`src/hdl/bac_pkg.sv`:
```
// shared constants, types and the thermistor table of the battery adc converter
`timescale 1ns / 1ps
package bac_pkg;

  localparam int OpW        = 2;
  localparam int SampleW    = 10;
  localparam int ValueW     = 14;
  localparam int ConvW      = 13;
  localparam int ScaleShift = 20;
  localparam int ScaleW     = 23;
  localparam int ProdW      = SampleW + ScaleW;

  // reciprocal scale factors, value = (sample * scale) >> ScaleShift
  localparam logic [ScaleW-1:0] ScaleVoltage     = 23'd6165627;  // 588/100
  localparam logic [ScaleW-1:0] ScaleCurrent     = 23'd878205;   // 1000/1194
  localparam logic [ScaleW-1:0] ScaleCurrentHalf = 23'd439103;   // 1000/2388
  localparam logic [ScaleW-1:0] ScaleTemp        = 23'd1541407;  // 147/100

  // resistance = mv * 1000 / ((code + 1) * 10) = mv * 100 / (code + 1)
  localparam int MvToRes = 100;

  localparam int DivW  = 18;
  localparam int DenW  = 4;
  localparam int RemW  = 3;
  localparam int BiasW = 3;

  localparam int CfgIdxW  = 1;
  localparam int CfgDataW = 3;
  localparam logic [CfgIdxW-1:0] REG_RANGE = 1'd0;
  localparam logic [CfgIdxW-1:0] REG_BIAS  = 1'd1;

  localparam int TempTableEntries = 59;
  localparam int TableSlots       = 64;
  localparam int TableIdxW        = 6;
  localparam int TableW           = 15;

  localparam logic [TableW-1:0] ThermTable [TableSlots] = '{
    15'd30800, 15'd29500, 15'd28300, 15'd27100, 15'd26000, 15'd24900, 15'd23900, 15'd22900,
    15'd22000, 15'd21100, 15'd20300, 15'd19400, 15'd18700, 15'd17900, 15'd17200, 15'd16500,
    15'd15900, 15'd15300, 15'd14700, 15'd14100, 15'd13600, 15'd13100, 15'd12600, 15'd12100,
    15'd11600, 15'd11200, 15'd10800, 15'd10400, 15'd10000, 15'd9630,  15'd9280,  15'd8950,
    15'd8620,  15'd8310,  15'd8020,  15'd7730,  15'd7460,  15'd7200,  15'd6950,  15'd6710,
    15'd6470,  15'd6250,  15'd6040,  15'd5830,  15'd5640,  15'd5450,  15'd5260,  15'd5090,
    15'd4920,  15'd4760,  15'd4600,  15'd4450,  15'd4310,  15'd4170,  15'd4040,  15'd3910,
    15'd3790,  15'd3670,  15'd3550,  15'd0,     15'd0,     15'd0,     15'd0,     15'd0
  };

  typedef enum logic [OpW-1:0] {
    OP_VOLTAGE = 2'd0,
    OP_CURRENT = 2'd1,
    OP_TEMP    = 2'd2
  } op_e;

  // word handed from cell to cell along the divider row
  typedef struct packed {
    logic [OpW-1:0]   op;
    logic [ConvW-1:0] conv;
    logic [DivW-1:0]  dq;
    logic [RemW-1:0]  rem;
  } div_word_t;

endpackage

```
`src/hdl/bac_front.sv`:
```
// front stage: reciprocal scaling of the sample and divider operand setup
`timescale 1ns / 1ps
module bac_front import bac_pkg::*; (
  input  logic               clk_i,
  input  logic               rst_ni,
  input  logic               range_i,
  input  logic               valid_i,
  output logic               ready_o,
  input  logic [OpW-1:0]     op_i,
  input  logic [SampleW-1:0] sample_i,
  output logic               valid_o,
  input  logic               ready_i,
  output div_word_t          data_o
);

  logic [ScaleW-1:0] scale;
  logic [ProdW-1:0]  prod;
  logic              valid_q;
  logic [OpW-1:0]    op_q;
  logic [ConvW-1:0]  conv_q;
  logic [ConvW-1:0]  conv_d;

  always_comb begin
    case (op_i)
      OP_VOLTAGE: scale = ScaleVoltage;
      OP_CURRENT: scale = range_i ? ScaleCurrentHalf : ScaleCurrent;
      OP_TEMP:    scale = ScaleTemp;
      default:    scale = '0;
    endcase
  end

  assign prod    = ProdW'(sample_i) * ProdW'(scale);
  assign conv_d  = prod[ScaleShift +: ConvW];
  assign ready_o = !valid_q || ready_i;

  always_ff @(posedge clk_i or negedge rst_ni) begin
    if (!rst_ni) begin
      valid_q <= 1'b0;
    end else if (ready_o) begin
      valid_q <= valid_i;
    end
  end

  always_ff @(posedge clk_i) begin
    if (ready_o) begin
      op_q   <= op_i;
      conv_q <= conv_d;
    end
  end

  assign valid_o     = valid_q;
  assign data_o.op   = op_q;
  assign data_o.conv = conv_q;
  assign data_o.dq   = DivW'(conv_q * MvToRes);
  assign data_o.rem  = '0;

endmodule

```
`config.mk`:
```
export PLATFORM = sky130hd
export DESIGN_NAME = bac_front
export DESIGN_NICKNAME = d
export VERILOG_FILES = /design/src/hdl/bac_pkg.sv /design/src/hdl/bac_front.sv
export SDC_FILE = /design/constraint.sdc
export NUM_CORES = 1
export LEC_CHECK = 0
export ABC_AREA = 1
export BUFFER_PORTS_ARGS = -buffer_cell sky130_fd_sc_hd__clkbuf_2
export CAP_MARGIN = 20
export CORE_MARGIN = 2
export CORE_UTILIZATION = 64
export DETAILED_ROUTE_END_ITERATION = 8
export PLACE_DENSITY = 0.84
export SYNTH_ARGS = -nofsm -noshare
export SYNTH_HDL_FRONTEND = slang
export SYNTH_SLANG_ARGS = --single-unit
```
`constraint.sdc`:
```
create_clock -name clk_i -period 4.64 [get_ports clk_i]
set_clock_uncertainty 0.15 [all_clocks]
set_input_delay 0.928 -clock clk_i [delete_from_list [all_inputs] [get_ports clk_i]]
set_output_delay 0.928 -clock clk_i [all_outputs]
set_load 0.03 [all_outputs]
```
Yosys cells after proc, flatten, opt, wreduce, memory -nomap -nowiden
Cells that the tools add are included.

cells by class
  $mul = 2
  equal/unequal tests = 2
  mux-type cells = 2
  reductions and logical operators = 3

operators by type and width
  operator                                             count
  one-hot mux 23 bit (3 select lines)                  1
  multiplier 10 x 23 -> 33 bit                         1
  two-way mux 20 bit                                   1
  multiplier 13 x 5 -> 16 bit, second input constant   1
  equality test 2 x 1 -> 1 bit, second input constant  1
  equality test 2 bit, second input constant           1
  zero test 2 bit                                      1
  zero test 1 bit                                      1
  logical OR 1 bit                                     1

storage, ports and cells
  register bits after elaboration = 16
  output and inout port bits = 38

Logic depth before layout (Yosys ltp)
Gate-level depths: netlist (run 1).

  word-level depth = 3
  gate-level depth with buffers = 31
  depth with buffers taken out = 30

Least setup slack after synthesis (run 1)
OpenSTA, ideal clock, no wires.

  kind = input to register
  start point = input op_i[0]
  end point = register conv_q[5], data pin
  data arrival time = 5.814 ns
  data required time = 4.238 ns
  setup slack = -1.576 ns
  cell stages on the path = 27
  cell sequence = clkbuf_1 inv_1 ha_1 inv_1 a21oi_1 inv_2 nand2_1 inv_2 nor2_1 fa_1 fa_1 inv_1 fa_1 inv_1 fa_1 inv_1 fa_1 inv_1 ha_1 a21oi_1 o21ai_0 a21oi_1 o21ai_0 a21oi_1 nand2_1 nand2_1 nand2_1

between the ends
  longest elaborated chain between the ends = 3
  elaborated cells on any way between the ends = 5
  those cells by class = mul (1); eq/ne (2); mux (1); reduce/logical (1)

ends and longest elaborated chain
  item                                         line             RTL
  start, declared                              bac_front.sv:9   input logic [OpW-1:0] op_i,
  equality test 2 bit (tied with other cells)  bac_front.sv:24  case (op_i)
  one-hot mux 23 bit (3 select lines) (*)      bac_front.sv:24
  multiplier 10 x 23 -> 33 bit (*)             bac_front.sv:32  assign prod = ProdW'(sample_i) * ProdW'(scale);
  named net prod[25]                           bac_front.sv:17  logic [ProdW-1:0] prod;
  end signal, assigned                         bac_front.sv:47  conv_q <= conv_d;
  end, declared                                bac_front.sv:20  logic [ConvW-1:0] conv_q;

Mark *: on every way through the listed nets, which the timed path passes. The rest lies on a longest branch.
A chain may end at the register's enable or synchronous reset.

Worst setup path after layout (run 1)
  start point = input op_i[1]
  end point = register conv_q[12], data pin

The elaborated chain is that of the path after synthesis.

==> results of run 1 <==
-- cells in the final DEF, fill, tap and decap left out, types with 2 or more instances in the layout --
| cell | Yosys | layout |
|---|---|---|
| a21oi_1 | 48 | 26 |
| clkbuf_8 | 0 | 2 |
| nor2_2 | 3 | 26 |
| clkbuf_16 | 0 | 4 |
| nand2_2 | 2 | 28 |
| nor2_1 | 117 | 84 |
| buf_6 | 0 | 3 |
| o21ai_2 | 1 | 5 |
| a21oi_2 | 0 | 16 |
| o311ai_0 | 2 | 2 |
| fa_2 | 0 | 4 |
| ha_4 | 0 | 16 |
| ha_1 | 133 | 112 |
| nor2_4 | 0 | 10 |
| inv_4 | 0 | 5 |
| inv_2 | 6 | 12 |
| a21o_1 | 2 | 2 |
| nand3_1 | 21 | 20 |
| conb_1 | 1 | 5 |
| a31oi_4 | 0 | 3 |
| ha_2 | 0 | 5 |
| o21ai_1 | 1 | 8 |
| nand2_1 | 181 | 150 |
| a21oi_4 | 0 | 6 |
| buf_12 | 0 | 3 |
| o21ai_0 | 22 | 11 |
| nor3_1 | 7 | 5 |
| inv_1 | 313 | 301 |
| nor4_4 | 0 | 2 |
| xnor2_1 | 6 | 6 |
| nand4_1 | 6 | 6 |
| buf_4 | 9 | 184 |
| fa_1 | 144 | 140 |
| xor2_1 | 12 | 12 |
| edfxtp_1 | 15 | 15 |
| nand2_4 | 3 | 7 |
| clkbuf_2 | 0 | 45 |
-- cell type report --
class	count	area (µm²)
multi-input combinational	730	7316
inverter	320	1239
clock buffer	4	88.84
sequential	16	475.5
fill	640	1585
tap	172	215.2
timing repair buffer	239	1752
-- cell usage after synthesis (all sizes together) --
cell    instances  area (µm²)
o311ai          2       17.52
nor3            7       35.03
clkbuf          8       30.03
a21boi          1       7.510
conb            1       3.750
o21bai          3       33.78
inv           319        1197
nand3          22       122.6
ha            133        1664
o21ai          24       123.9
nand4           6       37.54
a21oi          48       240.2
clkinv          1       3.750
buf            10       72.56
xor2           12       105.1
nor2          120       457.9
dfrtp           1       25.02
edfxtp         15       450.4
a21o            2       15.01
fa            144        2883
or2             1       6.260
a31oi           4       25.02
o21a            1       7.510
xnor2           6       52.55
a31o            1       8.760
nand2         186       725.7
nor4            2       12.51
-- kinds of logic (layout without fill, tap and decap cells) --
family                     count (synthesis)  in the layout  share of synthesized area
xor gates and xnor gates                  18             18                    0.01885
AOI/OAI and AO/OA                         86             86                    0.05729
and+or+nand+nor                          344            344                     0.1671
DFF                                       16             16                    0.05684
adders and majority gates                277            277                     0.5436
other                                      1              5                  0.0004483
buffers and inverters                    338            563                     0.1559
-- state kept, by name, indices dropped and copies added, names as in the netlist --
name / cells
valid_o: 1
conv_q: 13
op_q: 2
-- stage by stage --
stage                     std cells  area, µm²    util  TNS, ns
final                          1481      11090  0.8749   -18.87
after global placement         1456      10360  0.8177   -23.11
after CTS                      1477      10910  0.8612   -17.52
after global routing           1481      11090  0.8749   -21.17
after floorplan                1084       8730       -   -13.98
after detailed placement       1456      10360  0.8177   -23.96
-- worst paths after layout --
kind / slack (ns) / endpoint / cells after the start
min reg2reg: 0.93 / valid_o / 2
max: -1.55 / conv_q[12] / 28
min: 0.27 / valid_o / 1
max reg2reg: 3.10 / conv_q[3] / 1
min in group clk_i: 0.70 / valid_o / 3
max in group asynchronous: 3.98 / valid_o / 1
-- critical path: stages --
cell,delay (ns)
clkbuf_16,0.14
inv_12,0.05
ha_4,0.16
inv_4,0.05
nor2_4,0.12
inv_2,0.06
a21oi_4,0.19
inv_4,0.09
buf_4,0.14
nor2_2,0.13
fa_1,0.46
fa_1,0.53
fa_1,0.47
fa_1,0.50
inv_1,0.06
fa_1,0.57
inv_2,0.07
ha_4,0.30
buf_4,0.13
nand2_1,0.08
nor2_1,0.14
inv_1,0.13
nor3_1,0.15
nand2_1,0.08
nand2_1,0.11
nand2_1,0.09
nand3_1,0.08
nand2_1,0.05
-- repair_timing --
item / in CTS / in global routing
resized for setup: 83 / 45
setup buffers: 17 / 4
pin swaps: 49 / 21
setup endpoints to repair: 15 / 16
-- layer usage --
| layer | vias to the layer above | share of wire | GRT usage |
|---|---|---|---|
| li1 | 3664 | - | - |
| met3 | 148 | 0.12 | 0.1260 |
| met4 | 0 | 0.054 | 0.1574 |
| met2 | 555 | 0.46 | 0.7085 |
| met1 | 3949 | 0.37 | 0.5200 |
| met5 | - | 0 | 0 |
==> impl_metrics.csv, run 1 <==
group,metric,value,unit
outcome,status,"finished with violations",
outcome,violations,"setup timing",
routing,vias_per_cell,5.615,
synthesis,ys_seq_area_frac,0.05684,
timing,rsz0062_at_grt,"true",
timing,max_freq,0.1615,GHz
floorplan,core_area,12670,µm²
timing,fin_crit_sh,1.335,
clock_tree,cts-buffers-inserted,3,
clock_tree,cts_tree,"yes",
setup_path,r2r_start,"valid_o",
clock_tree,hold_buffers,0,
routing,drt-initial-drc-count,838,
setup_path,crit_start,"op_i[1]",
timing,min_period,6.193,ns
final_layout,num-nets-final,1604,
synthesis,ys_ff_latch,16,
clock_tree,insertion_delay,0.26,ns
global_route,grt_pass1_vias,8728,
timing,worst_slew_pin_slew,0.8718,ns
setup_path,crit_arrival,6.07,ns
clock_tree,path_clk_slew,0.06,ns
timing,holdWs,0.2748,ns
routing,wire_per_inst,19.74,µm
floorplan,rows,41,
placed_design,io_buffers,49,
setup_path,required,4.51,ns
clock_tree,cts-root-buf,"clkbuf_16",
routing,drc,0,
timing,fin_ws,-1.553,ns
hold_path,hold_path_class,"in2async",
floorplan,dieHeight,118.3,µm
synthesis,syn_area,8364,µm²
final_layout,antenna_cells,0,
setup_path,critPathCaptureType,"flop",
clock_tree,cts_buffer_depth,2,
synthesis,syn_avg_cell_area,7.745,µm²
synthesis,synthCells,1080,
global_route,grt_first_pass_wirelength,45.01,mm
run,drv_cap,0,
placed_design,place.gp.congestion,1.020,
routing,via_count,8316,
setup_path,cp-start-kind,"input pin",
setup_path,crit_fanout,7,
timing,setup_violations,16,
placed_design,place_hpwl,23.10,mm
floorplan,chipWidth,118.3,µm
floorplan,dieArea,14000,µm²
placed_design,pre_cts_ws,-1.968,ns
timing,max_slew_margin,0.4174,
global_route,gr-total-overflow,0,
routing,wl,29.23,mm
timing,hold_viol_final,0,
routing,antenna_left,0,
floorplan,start_util,0.6601,
final_layout,layout-drive-gt1-share,0.3056,
setup_path,crit_type,"in2reg",
global_route,track_usage,0.4243,
routing,first_pass_iters,6,
timing,finalMaxSlewViolations,0,
clock_tree,htree_levels,1,
clock_tree,cts_num_sinks,16,
final_layout,syn2layout_area_growth,32.54,%
synthesis,synth.distinct_cells,36,
synthesis,ys_warn_count,0,
global_route,antenna_found_initial,0,
floorplan,pin_count,55,
global_route,grt_max_degree,18,
Power of run 1 is not shown: default switching activity piles up to over one toggle a cycle in this logic, so the estimate is an artifact.
==> inputs of run 2 (changes only) <==
MAX_ROUTING_LAYER = met4   (was default)
==> impl_metrics.csv, run 2 (synthesized netlist as in run 1, its figures left out) <==
group,metric,value,unit
routing,drc,0,
placed_design,place.gp.congestion,1.036,
clock_tree,cts_num_sinks,16,
final_layout,fin_util,0.8859,
final_layout,antenna_cells,0,
setup_path,cpMostUsedCell,"nand2_1",
timing,tns,-19.47,ns
run,drv_cap,0,
clock_tree,cts_tree,"yes",
timing,fin_crit_sh,1.350,
setup_path,crit_arrival,6.13,ns
routing,first_pass_iters,8,
final_layout,multi_input_area,7515,µm²
timing,holdWs,0.2839,ns
floorplan,dieArea,14000,µm²
global_route,grt_first_pass_wirelength,43.39,mm
final_layout,layout-drive-gt1-share,0.3303,
placed_design,place_hpwl,23.09,mm
global_route,track_usage,0.4180,
clock_tree,cts-root-buf,"clkbuf_16",
timing,rsz0062_at_grt,"true",
final_layout,largest_reg_flops,13,
final_layout,num-nets-final,1594,
timing,worst_slew_pin_slew,0.8013,ns
final_layout,most-common-layout-cells,"290 x inv_1, 169 x buf_4, 142 x nand2_1",
floorplan,core_area,12670,µm²
timing,setup_violations,13,
outcome,violations,"setup timing",
final_layout,layout_commonest_cell,"inv_1",
final_layout,syn2layout_area_growth,34.21,%
timing,min_period,6.264,ns
timing,max_slew_margin,0.4645,
placed_design,io_buffers,49,
routing,via_count,8395,
timing,max_freq,0.1596,GHz
clock_tree,cts_buffer_depth,2,
setup_path,path_buf_inv,10,
final_layout,nFillCells,613,
clock_tree,htree_levels,1,
routing,antenna_left,0,
global_route,antenna_found_initial,0,
floorplan,start_util,0.6601,
setup_path,critPathMaxStageDelay,0.54,ns
setup_path,required,4.51,ns
setup_path,crit_type,"in2reg",
floorplan,rows,41,
final_layout,regMostFlops,"conv_q",
setup_path,cpMaxStageDelayCell,"fa_1",
floorplan,chipWidth,118.3,µm
outcome,status,"finished with violations",
routing,wl,30.05,mm
routing,wire_per_inst,20.43,µm
timing,finalMaxSlewViolations,0,
global_route,grt_max_degree,18,
global_route,gr-total-overflow,0,
clock_tree,insertion_delay,0.25,ns
routing,drt-initial-drc-count,907,
setup_path,crit_fanout,6,
clock_tree,path_clk_slew,0.06,ns
floorplan,dieHeight,118.3,µm
timing,fin_ws,-1.624,ns
setup_path,cp-start-kind,"input pin",
floorplan,pin_count,55,
routing,vias_per_cell,5.707,
setup_path,critPathCaptureType,"flop",
final_layout,seqCellArea,475.5,µm²
clock_tree,cts-buffers-inserted,3,
setup_path,crit_family,"adder cells",
global_route,grt_pass1_vias,8499,
hold_path,hold_path_class,"in2async",
timing,hold_viol_final,0,
-- run 2: path summary, 6_finish.rpt --
kind / start / end / slack, ns / cells past startpoint
min in group clk_i: valid_i / valid_o / 0.71 / 3
max reg2reg: valid_o / conv_q[4] / 3.16 / 1
min reg2reg: valid_o / valid_o / 0.88 / 2
max in group asynchronous: rst_ni / valid_o / 3.97 / 1
max: op_i[1] / conv_q[12] / -1.62 / 28
min: rst_ni / valid_o / 0.28 / 1
-- run 2: cell type report --
class,instances,share of cell area
Tap cell,172,0.01917
Timing Repair Buffer,229,0.1512
Sequential cell,16,0.04235
Multi-Input combinational cell,730,0.6694
Inverter,320,0.1099
Clock buffer,4,0.007913
-- run 2: what timing repair did --
action / CTS / global route
cloned: 0 / 0
setup endpoints to repair: 13 / 15
setup buffers: 9 / 11
hold buffers: 0 / 0
gates resized for setup: 95 / 94
pin swaps: 41 / 72
hold endpoints to repair: 0 / 0
-- run 2: metrics by stage --
step                cell area (µm²)  setup slack, ns  instances
finish                        11230           -1.624       1471
global route                  11230           -1.781       1471
CTS                           10830           -1.377       1462
detailed placement            10320           -1.937       1449
global placement              10320           -1.848       1449
floorplan                      8730           -1.140       1084
-- run 2: layer usage --
layer,up-vias,share of wire,GRT usage
met5,-,0,-
met3,187,0.11,0.1105
li1,3655,-,-
met1,3949,0.36,0.5165
met2,604,0.46,0.6517
met4,0,0.066,0.1770
Power of run 2 is left out for the same reason.
==> inputs of run 3 (changes only) <==
CORE_UTILIZATION = 65   (was 64)
PLACE_DENSITY = 0.85   (was 0.84)
SKIP_CTS_REPAIR_TIMING = 1   (was default)
clock period = 7.6 ns   (was 4.64 ns; I/O delays follow)
==> impl_metrics.csv, run 3 (synthesized netlist as in run 1, its figures left out) <==
group,metric,value,unit
floorplan,dieArea,13790,µm²
placed_design,io_buffers,49,
global_route,antenna_found_initial,0,
final_layout,nFillCells,991,
routing,via_count,7428,
floorplan,pin_count,55,
setup_path,crit_type,"in2reg",
timing,hold_viol_final,0,
setup_path,critPathCaptureType,"flop",
final_layout,layout.cells.non_filler,1366,
floorplan,rows,41,
final_layout,fin_util,0.7462,
routing,wire_per_inst,18.35,µm
hold_path,hold_path_class,"in2async",
floorplan,dieHeight,117.4,µm
routing,wl,25.07,mm
clock_tree,insertion_delay,0.25,ns
clock_tree,cts_num_sinks,16,
timing,worst_slew_pin_slew,0.7905,ns
placed_design,place.gp.congestion,1.133,
timing,finalMaxSlewViolations,0,
floorplan,chipWidth,117.4,µm
final_layout,num-nets-final,1489,
placed_design,place_hpwl,22.35,mm
global_route,grt_first_pass_wirelength,39.57,mm
outcome,status,"complete, no violations",
routing,drc,0,
placed_design,place_inst,1362,
clock_tree,cts-root-buf,"clkbuf_16",
timing,tns,0,ns
final_layout,regMostFlops,"conv_q",
global_route,gr-total-overflow,0,
global_route,track_usage,0.3831,
final_layout,largest_reg_flops,13,
routing,first_pass_iters,5,
final_layout,most-common-layout-cells,"313 x inv_1, 181 x nand2_1, 144 x fa_1",
routing,vias_per_cell,5.438,
setup_path,r2r_start,"valid_o",
final_layout,layout-drive-gt1-share,0.1223,
setup_path,crit_fanout,9,
setup_path,crit_arrival,7.10,ns
floorplan,start_util,0.6655,
timing,min_period,7.246,ns
timing,setup_violations,0,
global_route,grt_pass1_vias,7492,
routing,drt-initial-drc-count,634,
global_route,grt_max_degree,18,
clock_tree,cts_buffer_depth,2,
timing,max_slew_margin,0.4717,
timing,max_freq,0.1380,GHz
routing,antenna_left,0,
setup_path,crit_start,"op_i[0]",
floorplan,core_area,12570,µm²
clock_tree,cts-buffers-inserted,3,
clock_tree,path_clk_slew,0.05,ns
setup_path,required,7.46,ns
final_layout,syn2layout_area_growth,12.13,%
timing,fin_crit_sh,0.9534,
run,drv_cap,0,
final_layout,layout_commonest_cell,"inv_1",
timing,rsz0062_at_grt,"false",
clock_tree,cts_tree,"yes",
clock_tree,htree_levels,1,
final_layout,antenna_cells,0,
setup_path,cp-start-kind,"input pin",
==> run 3: routing by layer <==
layer | GRT usage | vias to the layer above | wire, µm
met4 | 0.1491 | 0 | 1328
met5 | - | - | 0
met2 | 0.6400 | 390 | 11770
li1 | - | 3425 | -
met3 | 0.05253 | 88 | 2116
met1 | 0.4756 | 3525 | 9846
==> run 3: area by class of cell <==
type	instances	area, µm²	share of cell area
inverter	320	1201	0.1281
tap	172	215.2	0.02295
multi-input combinational	730	6600	0.7037
clock buffer	3	75.07	0.008004
sequential	16	475.5	0.05069
timing repair buffer	124	808.3	0.08618
clock inverter	1	3.754	0.0004002
==> run 3: worst paths after layout <==
| check | to | slack, ns | cells past startpoint |
|---|---|---|---|
| max | conv_q[10] | 0.35 | 25 |
| min | valid_o | 0.88 | 1 |
| max reg2reg | conv_q[1] | 6.10 | 1 |
| min reg2reg | valid_o | 0.92 | 2 |
| max in group asynchronous | valid_o | 6.33 | 1 |
| min in group clk_i | valid_o | 0.92 | 2 |
==> run 3: worst max-delay path, stage by stage <==
cell and delay [ns]:
clkbuf_2 0.12, ha_1 0.36, inv_2 0.18, nand2_1 0.12, nand2_4 0.09, clkinv_1 0.20
nor2_1 0.34, inv_1 0.11, fa_1 0.51, inv_1 0.05, fa_1 0.53, inv_1 0.06
fa_1 0.52, inv_1 0.05, fa_1 0.49, ha_1 0.31, ha_1 0.39, nand2_1 0.17
nor2_1 0.23, nand4_1 0.17, o21ai_0 0.22, nor2_1 0.08, buf_4 0.13, nand3_1 0.07
nand2_1 0.06
==> run 3: through the flow <==
step / hold slack (ns) / setup slack, ns / instance area [µm²]
after floorplan: 1.054 / 0.7920 / 8379
after global placement: 0.8416 / 0.2164 / 9300
after detailed placement: 0.9221 / 0.2119 / 9300
after CTS: 0.8862 / 0.4395 / 9379
after global routing: 0.8881 / 0.07160 / 9379
final: 0.8837 / 0.3544 / 9379
Power of run 3 is left out for the same reason.
